### src/hdl/wbv_pkg.sv
// ============================================================================
// wbv_pkg
// Shared types and constants of the write batch validator.
// ============================================================================
package wbv_pkg;

  // Header layout: an 8-byte sequence number, then a 4-byte record count.
  localparam logic [3:0] HEADER_BYTES = 4'd12;
  localparam logic [3:0] COUNT_OFFSET = 4'd8;
  // Index of the last length byte a varint32 may have.
  localparam logic [2:0] LEN_LAST_IDX = 3'd4;

  typedef enum logic [2:0] {
    ST_OK       = 3'd0,
    ST_SMALL    = 3'd1,
    ST_BADPUT   = 3'd2,
    ST_BADDEL   = 3'd3,
    ST_UNKNOWN  = 3'd4,
    ST_MISMATCH = 3'd5
  } status_e;

  typedef enum logic [2:0] {
    PH_TAG   = 3'd0,
    PH_KLEN  = 3'd1,
    PH_KDATA = 3'd2,
    PH_VLEN  = 3'd3,
    PH_VDATA = 3'd4
  } phase_e;

  typedef enum logic [1:0] {
    TAG_NONE = 2'd0,
    TAG_PUT  = 2'd1,
    TAG_DEL  = 2'd2
  } tag_e;

  // Tag bytes from the configuration registers.
  typedef struct packed {
    logic [7:0] put_tag;
    logic [7:0] delete_tag;
  } cfg_t;

  // One classified byte as it travels through the queue.
  typedef struct packed {
    logic [7:0] data;
    logic       last;
    tag_e       tag;
  } tok_t;

endpackage

### src/hdl/wbv_front.sv
// ============================================================================
// wbv_front
// Input stage: registers each byte and classifies it against the tag bytes.
// ============================================================================
module wbv_front
  import wbv_pkg::*;
(
  input  logic       clk_i,
  input  logic       rst_ni,
  input  cfg_t       cfg_i,
  input  logic       in_valid_i,
  output logic       in_ready_o,
  input  logic [7:0] in_data_i,
  input  logic       in_last_i,
  output logic       push_valid_o,
  input  logic       push_ready_i,
  output tok_t       push_tok_o
);

  logic vld_q, vld_d;
  tok_t tok_q;
  tag_e tag_cls;

  // A put match wins when both tags are equal.
  always_comb begin
    if (in_data_i == cfg_i.put_tag) begin
      tag_cls = TAG_PUT;
    end else if (in_data_i == cfg_i.delete_tag) begin
      tag_cls = TAG_DEL;
    end else begin
      tag_cls = TAG_NONE;
    end
  end

  assign in_ready_o = !vld_q || push_ready_i;
  assign vld_d      = (in_valid_i && in_ready_o) || (vld_q && !push_ready_i);

  always_ff @(posedge clk_i or negedge rst_ni) begin
    if (!rst_ni) begin
      vld_q <= 1'b0;
    end else begin
      vld_q <= vld_d;
    end
  end

  always_ff @(posedge clk_i) begin
    if (in_valid_i && in_ready_o) begin
      tok_q.data <= in_data_i;
      tok_q.last <= in_last_i;
      tok_q.tag  <= tag_cls;
    end
  end

  assign push_valid_o = vld_q;
  assign push_tok_o   = tok_q;

endmodule

### src/hdl/wbv_queue.sv
// ============================================================================
// wbv_queue
// Small register queue that decouples the input stage from the parser.
// ============================================================================
module wbv_queue
  import wbv_pkg::*;
#(
  parameter int unsigned Depth = 4
) (
  input  logic clk_i,
  input  logic rst_ni,
  input  logic push_valid_i,
  output logic push_ready_o,
  input  tok_t push_tok_i,
  output logic pop_valid_o,
  input  logic pop_ready_i,
  output tok_t pop_tok_o
);

  localparam int unsigned PtrW = (Depth > 1) ? $clog2(Depth) : 1;
  localparam int unsigned CntW = $clog2(Depth + 1);
  localparam logic [PtrW-1:0] PtrLast = PtrW'(Depth - 1);
  localparam logic [CntW-1:0] CntFull = CntW'(Depth);

  tok_t            mem_q [Depth];
  logic [PtrW-1:0] wr_ptr_q, wr_ptr_d;
  logic [PtrW-1:0] rd_ptr_q, rd_ptr_d;
  logic [CntW-1:0] cnt_q, cnt_d;
  logic            do_push, do_pop;

  assign push_ready_o = (cnt_q != CntFull);
  assign pop_valid_o  = (cnt_q != '0);
  assign do_push      = push_valid_i && push_ready_o;
  assign do_pop       = pop_valid_o && pop_ready_i;
  assign pop_tok_o    = mem_q[rd_ptr_q];

  always_comb begin
    wr_ptr_d = wr_ptr_q;
    rd_ptr_d = rd_ptr_q;
    cnt_d    = cnt_q;
    if (do_push) begin
      wr_ptr_d = (wr_ptr_q == PtrLast) ? '0 : wr_ptr_q + 1'b1;
    end
    if (do_pop) begin
      rd_ptr_d = (rd_ptr_q == PtrLast) ? '0 : rd_ptr_q + 1'b1;
    end
    if (do_push && !do_pop) begin
      cnt_d = cnt_q + 1'b1;
    end else if (do_pop && !do_push) begin
      cnt_d = cnt_q - 1'b1;
    end
  end

  always_ff @(posedge clk_i or negedge rst_ni) begin
    if (!rst_ni) begin
      wr_ptr_q <= '0;
      rd_ptr_q <= '0;
      cnt_q    <= '0;
    end else begin
      wr_ptr_q <= wr_ptr_d;
      rd_ptr_q <= rd_ptr_d;
      cnt_q    <= cnt_d;
    end
  end

  always_ff @(posedge clk_i) begin
    if (do_push) begin
      mem_q[wr_ptr_q] <= push_tok_i;
    end
  end

endmodule

### src/hdl/wbv_back.sv
// ============================================================================
// wbv_back
// Parser: walks header, records one byte per cycle unless stalled; holds result.
// ============================================================================
module wbv_back
  import wbv_pkg::*;
(
  input  logic        clk_i,
  input  logic        rst_ni,
  input  logic        pop_valid_i,
  output logic        pop_ready_o,
  input  tok_t        pop_tok_i,
  output logic        res_valid_o,
  input  logic        res_ready_i,
  output status_e     res_status_o,
  output logic [31:0] res_found_o,
  output logic [31:0] res_announced_o
);

  logic [3:0]  hidx_q, hidx_d;
  logic [31:0] expected_q, expected_d;
  logic [31:0] tally_q, tally_d;
  phase_e      phase_q, phase_d;
  logic        is_put_q, is_put_d;
  logic [31:0] accum_q, accum_d;
  logic [2:0]  lbi_q, lbi_d;
  logic [31:0] left_q, left_d;
  status_e     err_q, err_d;
  logic        out_vld_q, out_vld_d;
  status_e     out_status_q;
  logic [31:0] out_found_q, out_announced_q;

  logic        pop, pop_last;
  logic [7:0]  b;
  logic [4:0]  shamt;
  logic [31:0] accum_new;
  logic        field_done;
  phase_e      done_phase;
  phase_e      len_next;
  status_e     status_now;

  assign b        = pop_tok_i.data;
  // Only a closing beat needs the result register to be free.
  assign pop_ready_o = !out_vld_q || res_ready_i || !pop_tok_i.last;
  assign pop      = pop_valid_i && pop_ready_o;
  assign pop_last = pop && pop_tok_i.last;
  assign shamt    = {2'b00, lbi_q} * 5'd7;
  assign accum_new = accum_q | ({25'b0, b[6:0]} << shamt);

  always_comb begin
    hidx_d     = hidx_q;
    expected_d = expected_q;
    tally_d    = tally_q;
    phase_d    = phase_q;
    is_put_d   = is_put_q;
    accum_d    = accum_q;
    lbi_d      = lbi_q;
    left_d     = left_q;
    err_d      = err_q;
    field_done = 1'b0;
    done_phase = phase_q;
    len_next   = (phase_q == PH_KLEN) ? PH_KDATA : PH_VDATA;
    status_now = ST_OK;

    if (pop && (err_q == ST_OK)) begin
      if (hidx_q < HEADER_BYTES) begin
        if (hidx_q >= COUNT_OFFSET) begin
          expected_d = expected_q | ({24'b0, b} << {hidx_q[1:0], 3'b000});
        end
        hidx_d = hidx_q + 4'd1;
      end else begin
        unique case (phase_q)
          PH_TAG: begin
            case (pop_tok_i.tag)
              TAG_PUT: begin
                is_put_d = 1'b1;
                phase_d  = PH_KLEN;
              end
              TAG_DEL: begin
                is_put_d = 1'b0;
                phase_d  = PH_KLEN;
              end
              default: err_d = ST_UNKNOWN;
            endcase
          end
          PH_KLEN, PH_VLEN: begin
            if (b[7]) begin
              accum_d = accum_new;
              if (lbi_q >= LEN_LAST_IDX) begin
                err_d = is_put_q ? ST_BADPUT : ST_BADDEL;
              end else begin
                lbi_d = lbi_q + 3'd1;
              end
            end else begin
              left_d  = accum_new;
              accum_d = '0;
              lbi_d   = '0;
              phase_d = len_next;
              if (accum_new == '0) begin
                field_done = 1'b1;
                done_phase = len_next;
              end
            end
          end
          PH_KDATA, PH_VDATA: begin
            left_d = left_q - 32'd1;
            if (left_d == '0) begin
              field_done = 1'b1;
            end
          end
          default: phase_d = PH_TAG;
        endcase

        // A key of a put is followed by a value; anything else closes the record.
        if (field_done) begin
          if ((done_phase == PH_KDATA) && is_put_q) begin
            phase_d = PH_VLEN;
          end else begin
            tally_d = tally_q + 32'd1;
            phase_d = PH_TAG;
          end
        end
      end
    end

    if (err_d != ST_OK) begin
      status_now = err_d;
    end else if (hidx_d < HEADER_BYTES) begin
      status_now = ST_SMALL;
    end else if (phase_d != PH_TAG) begin
      status_now = is_put_d ? ST_BADPUT : ST_BADDEL;
    end else if (tally_d != expected_d) begin
      status_now = ST_MISMATCH;
    end else begin
      status_now = ST_OK;
    end
  end

  assign out_vld_d = (out_vld_q && !res_ready_i) || pop_last;

  always_ff @(posedge clk_i or negedge rst_ni) begin
    if (!rst_ni) begin
      hidx_q     <= '0;
      expected_q <= '0;
      tally_q    <= '0;
      phase_q    <= PH_TAG;
      is_put_q   <= 1'b0;
      accum_q    <= '0;
      lbi_q      <= '0;
      left_q     <= '0;
      err_q      <= ST_OK;
      out_vld_q  <= 1'b0;
    end else begin
      out_vld_q <= out_vld_d;
      if (pop_last) begin
        hidx_q     <= '0;
        expected_q <= '0;
        tally_q    <= '0;
        phase_q    <= PH_TAG;
        is_put_q   <= 1'b0;
        accum_q    <= '0;
        lbi_q      <= '0;
        left_q     <= '0;
        err_q      <= ST_OK;
      end else begin
        hidx_q     <= hidx_d;
        expected_q <= expected_d;
        tally_q    <= tally_d;
        phase_q    <= phase_d;
        is_put_q   <= is_put_d;
        accum_q    <= accum_d;
        lbi_q      <= lbi_d;
        left_q     <= left_d;
        err_q      <= err_d;
      end
    end
  end

  always_ff @(posedge clk_i) begin
    if (pop_last) begin
      out_status_q    <= status_now;
      out_found_q     <= tally_d;
      out_announced_q <= expected_d;
    end
  end

  assign res_valid_o     = out_vld_q;
  assign res_status_o    = out_status_q;
  assign res_found_o     = out_found_q;
  assign res_announced_o = out_announced_q;

endmodule

### src/hdl/write_batch_validator.sv
// ============================================================================
// write_batch_validator
// Checks a serialized write batch streamed one byte per beat and reports a
// status with the found and announced record counts on the closing beat.
// ============================================================================
// Throughput: one byte per cycle, bounded by the parser's per-byte state update,
// unless a closing byte waits on an untaken result. A closing byte passes the
// input register, the queue and the parser result register to the result beat.
// Reset (rst_ni, asynchronous, active low) empties the pipeline, clears all
// parse state, and sets put_tag to 1 and delete_tag to 0. No clearing pass.
// ============================================================================
module write_batch_validator
  import wbv_pkg::*;
#(
  parameter int unsigned QueueDepth = 4
) (
  input  logic        clk_i,
  input  logic        rst_ni,
  // Byte stream in.
  input  logic        s_axis_tvalid_i,
  output logic        s_axis_tready_o,
  input  logic [7:0]  s_axis_tdata_i,   // [7:0] data_byte
  input  logic        s_axis_tlast_i,   // last_byte
  // Result out.
  output logic        m_axis_tvalid_o,
  input  logic        m_axis_tready_i,
  output logic [71:0] m_axis_tdata_o,   // [2:0] status, [34:3] records_found,
                                        // [66:35] announced_count, rest zero
  // Configuration port.
  input  logic        psel_i,
  input  logic        penable_i,
  input  logic        pwrite_i,
  input  logic [2:0]  paddr_i,
  input  logic [31:0] pwdata_i,
  output logic [31:0] prdata_o,
  output logic        pready_o
);

  // Register map: put_tag at byte address 0, delete_tag at byte address 4.
  // The byte offset bits of the address are not decoded.
  localparam logic REG_PUT_TAG = 1'b0;
  localparam logic REG_DEL_TAG = 1'b1;

  cfg_t        cfg_q;
  logic        cfg_wr;

  logic        push_valid, push_ready;
  tok_t        push_tok;
  logic        pop_valid, pop_ready;
  tok_t        pop_tok;

  status_e     res_status;
  logic [31:0] res_found, res_announced;

  // --------------------------------------------------------------------------
  // Configuration registers. Writes land on the access phase; the port never
  // inserts wait states. The user must write only while the stream is idle,
  // which the block does not enforce; the front end tags bytes with live values.
  // --------------------------------------------------------------------------
  assign pready_o = 1'b1;
  assign cfg_wr   = psel_i && penable_i && pwrite_i && pready_o;

  always_ff @(posedge clk_i or negedge rst_ni) begin
    if (!rst_ni) begin
      cfg_q.put_tag    <= 8'd1;
      cfg_q.delete_tag <= 8'd0;
    end else if (cfg_wr) begin
      unique case (paddr_i[2])
        REG_PUT_TAG: cfg_q.put_tag    <= pwdata_i[7:0];
        REG_DEL_TAG: cfg_q.delete_tag <= pwdata_i[7:0];
        default: ;
      endcase
    end
  end

  always_comb begin
    unique case (paddr_i[2])
      REG_PUT_TAG: prdata_o = {24'b0, cfg_q.put_tag};
      REG_DEL_TAG: prdata_o = {24'b0, cfg_q.delete_tag};
      default:     prdata_o = '0;
    endcase
  end

  // --------------------------------------------------------------------------
  // Front end: registers each beat and tags it as put, delete or neither.
  // --------------------------------------------------------------------------
  wbv_front u_front (
    .clk_i        (clk_i),
    .rst_ni       (rst_ni),
    .cfg_i        (cfg_q),
    .in_valid_i   (s_axis_tvalid_i),
    .in_ready_o   (s_axis_tready_o),
    .in_data_i    (s_axis_tdata_i),
    .in_last_i    (s_axis_tlast_i),
    .push_valid_o (push_valid),
    .push_ready_i (push_ready),
    .push_tok_o   (push_tok)
  );

  // --------------------------------------------------------------------------
  // Queue: lets the front keep taking bytes while the result waits downstream.
  // --------------------------------------------------------------------------
  wbv_queue #(
    .Depth (QueueDepth)
  ) u_queue (
    .clk_i        (clk_i),
    .rst_ni       (rst_ni),
    .push_valid_i (push_valid),
    .push_ready_o (push_ready),
    .push_tok_i   (push_tok),
    .pop_valid_o  (pop_valid),
    .pop_ready_i  (pop_ready),
    .pop_tok_o    (pop_tok)
  );

  // --------------------------------------------------------------------------
  // Back end: header and record parser with the result register. It stalls
  // only on a closing byte while the previous result is still not taken.
  // --------------------------------------------------------------------------
  wbv_back u_back (
    .clk_i           (clk_i),
    .rst_ni          (rst_ni),
    .pop_valid_i     (pop_valid),
    .pop_ready_o     (pop_ready),
    .pop_tok_i       (pop_tok),
    .res_valid_o     (m_axis_tvalid_o),
    .res_ready_i     (m_axis_tready_i),
    .res_status_o    (res_status),
    .res_found_o     (res_found),
    .res_announced_o (res_announced)
  );

  assign m_axis_tdata_o = {5'b0, res_announced, res_found, res_status};

  // --------------------------------------------------------------------------
  // Assertions.
  // --------------------------------------------------------------------------
  // A clean batch always has matching counts.
  a_ok_counts_match : assert property (
    @(posedge clk_i) disable iff (!rst_ni)
    (m_axis_tvalid_o && (res_status == ST_OK)) |-> (res_found == res_announced)
  ) else $error("ok status with differing record counts");

  // No record can be parsed before the header is complete.
  a_small_no_records : assert property (
    @(posedge clk_i) disable iff (!rst_ni)
    (m_axis_tvalid_o && (res_status == ST_SMALL)) |-> (res_found == '0)
  ) else $error("short batch reports parsed records");

  // A closing byte never overwrites a result that was not taken.
  a_no_result_overrun : assert property (
    @(posedge clk_i) disable iff (!rst_ni)
    (m_axis_tvalid_o && !m_axis_tready_i && pop_valid && pop_tok.last) |-> !pop_ready
  ) else $error("closing byte popped while result is stalled");

endmodule
### config.mk
export PLATFORM = sky130hd
export DESIGN_NAME = write_batch_validator
export DESIGN_NICKNAME = d
export VERILOG_FILES = /design/src/hdl/wbv_pkg.sv /design/src/hdl/wbv_front.sv /design/src/hdl/wbv_queue.sv /design/src/hdl/wbv_back.sv /design/src/hdl/write_batch_validator.sv
export SDC_FILE = /design/constraint.sdc
export NUM_CORES = 1
export LEC_CHECK = 0
export ABC_AREA = 1
export ABC_CLOCK_PERIOD_IN_PS = 8800
export BUFFER_PORTS_ARGS = -buffer_cell sky130_fd_sc_hd__buf_2
export CAP_MARGIN = 10
export CORE_MARGIN = 2
export CORE_UTILIZATION = 55
export CTS_BUF_LIST = sky130_fd_sc_hd__clkbuf_8
export CTS_CLUSTER_SIZE = 14
export DETAILED_ROUTE_END_ITERATION = 12
export PLACE_DENSITY = 0.75
export REMOVE_ABC_BUFFERS = 1
export SLEW_MARGIN = 5
export SYNTH_ARGS = -nofsm -noshare
export SYNTH_HDL_FRONTEND = slang
export SYNTH_HIERARCHICAL = 1
export SYNTH_SLANG_ARGS = --single-unit
### constraint.sdc
create_clock -name clk_i -period 8.8 [get_ports clk_i]
set_input_delay 0.44 -clock clk_i [delete_from_list [all_inputs] [get_ports clk_i]]
set_output_delay 0.44 -clock clk_i [all_outputs]
set_load 0.05 [all_outputs]
==> flow_summary.toml <==
[critical_path]
r2r_start = "u_back/lbi_q[0]"
cp_num_cells = 27
critPathLaunchType = "flop"
crit_family = "simple AND/OR/NAND/NOR gates"
r2r.worst_path.cells = 27
r2r-end = "u_back/res_status_o[0]"
crit_type = "flop to flop"
cpMostUsedCell = "nand2_1"
cp_data_required_time_ns = 9.12
rrSetupSlack_ns = 2.48
cp_num_buf_inv = 3
slowest_delay_ns = 0.93
critPathMaxFanout = 33
cp_data_arrival_time_ns = 6.64
worstSetupEndpointType = "flop"
slowest_stage = "fa_1"

[floorplanning]
rows = 62
die_y_um = 174.6
start_util_pct = 55.76
die_area_um2 = 30480
core_area_um2 = 28700
die_w_um = 174.6
pin_count = 158

[status]
violations = "negative hold slack"
status = "complete, but fails checks"

[sta]
finalSetupViolCount = 0
whs_ns = -0.01569
relSlewSlack_pct = 24.21
finalCritPeriodShare_pct = 71.76
tightest_slew_ns = 1.137
grt_setup_unrepaired = "no"
period_minus_slack_ns = 6.315
maxSlewViolCount = 0
finalHoldViolations = 25
skew_ns = 0.02773
fin_setup_tns_ns = 0
fmax_ghz = 0.1583

[worst_hold_path]
hold_path_class = "primary input to asynchronous set/reset pin"

[synth]
syn_area_um2 = 16000
yosysSeqAreaShare_pct = 49.01
ys_warn_count = 6
ys.flop_type = "dfrtp_1"
ys_async_sr_fraction_pct = 57.79
synth-seq-cells = 289
synth_cell_types = 49
synth_area_per_cell_um2 = 7.857
synth-edff-count = 122
synth_cells = 2037

[grt]
antenna_found_initial = 0
grt_pass1_wl_um = 63690
grt_pass1_vias = 12720
grt_overflow = 0
grt_usage_pct = 25.75
grt_max_degree = 96

[drt]
dr.first_iter.drc_count = 1139
drc = 0
wl_per_cell_um = 15.40
wl_um = 39340
firstDrtPassIters = 5
ant_nets = 0
vias = 13600
vias_per_cell = 5.327

[flow_run]
maxCapViolCount = 0

[cells_and_area]
antennaDiodeCount = 0
nets = 2201
drive_above_1_share_pct = 10.41
area_growth_pct = 9.452

[place]
dpl.hpwl_um = 27790
io_buffers = 101
place_congestion = 0.9231

[clocking]
htree_levels = 2
tritoncts = "built"
cts_buffers = 48
postCtsSetupBuffers = 0
root_buffer = "clkbuf_8"
clock-sinks = 289
cts.clk_slew.worst_paths_ns = 0.06
cts_resized = 0
clk_latency_ns = 0.58
clk_path_buf_depth = 3
ctsHoldBuffers = 0

[pwr]
p_leak_nw = 8.926
pwr_density_cell_nw_per_um2 = 376.3
vdd_drop_max_uv = 264.1
[cell type report]
cell class	count	area (um^2)
well taps	384	480.5
clock inverters	34	175.2
fillers	2579	11190
inverters	335	1260
flip-flops and latches	289	7844
multi-input cells	1349	6432
clock buffers	55	757.0
repair buffers	108	568.0
[flip-flops by register name (all words and copies together), names as in the netlist, 4 cells and up]
register / cells
u_front/push_tok_o: 11
cfg_q: 16
u_back/hidx_q: 4
u_back/accum_q: 32
u_back/res_found_o: 32
u_back/left_q: 32
u_back/tally_q: 32
u_back/expected_q: 32
u_back/res_announced_o: 32
u_queue/mem_q: 44
[cells by family after synthesis]
group,after synthesis,synth area share [%]
AND/OR/NAND/NOR,1069,28.77
buffers and inverters,427,11.52
flip-flops,289,49.01
AO/OA/AOI/OAI,200,7.333
XOR/XNOR,31,1.697
adder cells (fa/ha/maj),19,1.626
other,2,0.04693
[stage by stage]
stage                     instance area, um^2  setup WS (ns)  total power (W)  cells  utilization, %
after CTS                               17510          2.612         0.006590   2553           60.99
after floorplan                         15520          1.301         0.004528   1973               -
after detailed placement                16570          2.703         0.005421   2464           57.74
final                                   17520          2.485         0.006591   2554           61.03
after global routing                    17520          2.052         0.007049   2554           61.03
after global placement                  16570          2.816         0.005374   2464           57.74
[synth_stat cells (2+ instances only)]
cell / n / share of area, %
nand2_1: 530 / 12
inv_1: 326 / 7.6
nor2_1: 228 / 5.3
nand3_1: 191 / 6.0
dfrtp_1: 166 / 26
edfxtp_1: 122 / 23
o21ai_0: 65 / 2.0
a21oi_1: 60 / 1.9
nand4_1: 51 / 2.0
buf_4: 36 / 1.7
clkbuf_1: 30 / 0.70
o211ai_1: 25 / 1.2
nor3_1: 24 / 0.75
o22ai_1: 24 / 0.94
xor2_1: 23 / 1.3
ha_1: 16 / 1.3
buf_2: 12 / 0.38
buf_6: 12 / 0.84
nor2_2: 12 / 0.47
nand2_2: 8 / 0.31
xnor2_1: 8 / 0.44
inv_2: 7 / 0.16
nor4_1: 6 / 0.23
o21ai_2: 5 / 0.27
a32o_1: 4 / 0.25
nand3b_1: 4 / 0.19
nor2_4: 4 / 0.28
o21ai_1: 4 / 0.13
o31ai_1: 4 / 0.19
a31oi_1: 3 / 0.12
fa_1: 3 / 0.38
buf_1: 2 / 0.047
clkinv_1: 2 / 0.047
conb_1: 2 / 0.047
nand2_4: 2 / 0.14
nand3_2: 2 / 0.13
nor3_2: 2 / 0.13
[power breakdown]
group	switching, W	total [W]	internal [W]
Sequential	0.000168	0.00197	0.00180
Clock	0.000552	0.00115	0.000603
Combinational	0.00263	0.00347	0.000837
Total	0.00335	0.00659	0.00324
[cell usage in the layout (no fill, tap or decap), types with 4 or more instances in the layout]
| cell type | n |
|---|---|
| conb_1 | 30 |
| xor2_1 | 23 |
| dfrtp_1 | 166 |
| edfxtp_1 | 122 |
| o211ai_1 | 25 |
| buf_4 | 6 |
| o21ai_1 | 4 |
| nand3_1 | 191 |
| ha_1 | 16 |
| o22ai_1 | 24 |
| a21oi_1 | 60 |
| nand3b_1 | 4 |
| clkinv_1 | 15 |
| nor2_4 | 4 |
| nor2_1 | 227 |
| nand2_2 | 9 |
| nor3_1 | 23 |
| inv_2 | 7 |
| buf_2 | 100 |
| inv_1 | 335 |
| o21ai_2 | 5 |
| clkinv_2 | 7 |
| a32o_1 | 4 |
| o21ai_0 | 65 |
| nand2_1 | 529 |
| clkbuf_8 | 55 |
| xnor2_1 | 8 |
| nor4_1 | 6 |
| nor2_2 | 13 |
| o31ai_1 | 4 |
| nand4_1 | 51 |
[worst max-delay path by stage]
stage          slack, ns                      to                start
3_5_place_dp        2.70  u_back/res_status_o[0]      u_back/lbi_q[0]
2_1_floorplan       1.30       u_back/left_q[21]  u_queue/rd_ptr_q[0]
5_1_grt             2.05  u_back/res_status_o[0]      u_back/lbi_q[0]
3_3_place_gp        2.82  u_back/res_status_o[0]      u_back/lbi_q[0]
6_report            2.48  u_back/res_status_o[0]      u_back/lbi_q[0]
4_1_cts             2.61  u_back/res_status_o[0]      u_back/lbi_q[0]
[layer usage]
layer / up-vias / global-route usage [%] / wire length, um / part of all wire [%]
li1: 6684 / - / - / -
met5: - / 0 / 0 / 0
met1: 6385 / 36.23 / 17400 / 44
met4: 0 / 7.187 / 897 / 2.3
met2: 470 / 41.87 / 18100 / 46
met3: 65 / 3.960 / 2945 / 7.5
Power figures use the tool's default switching activity.
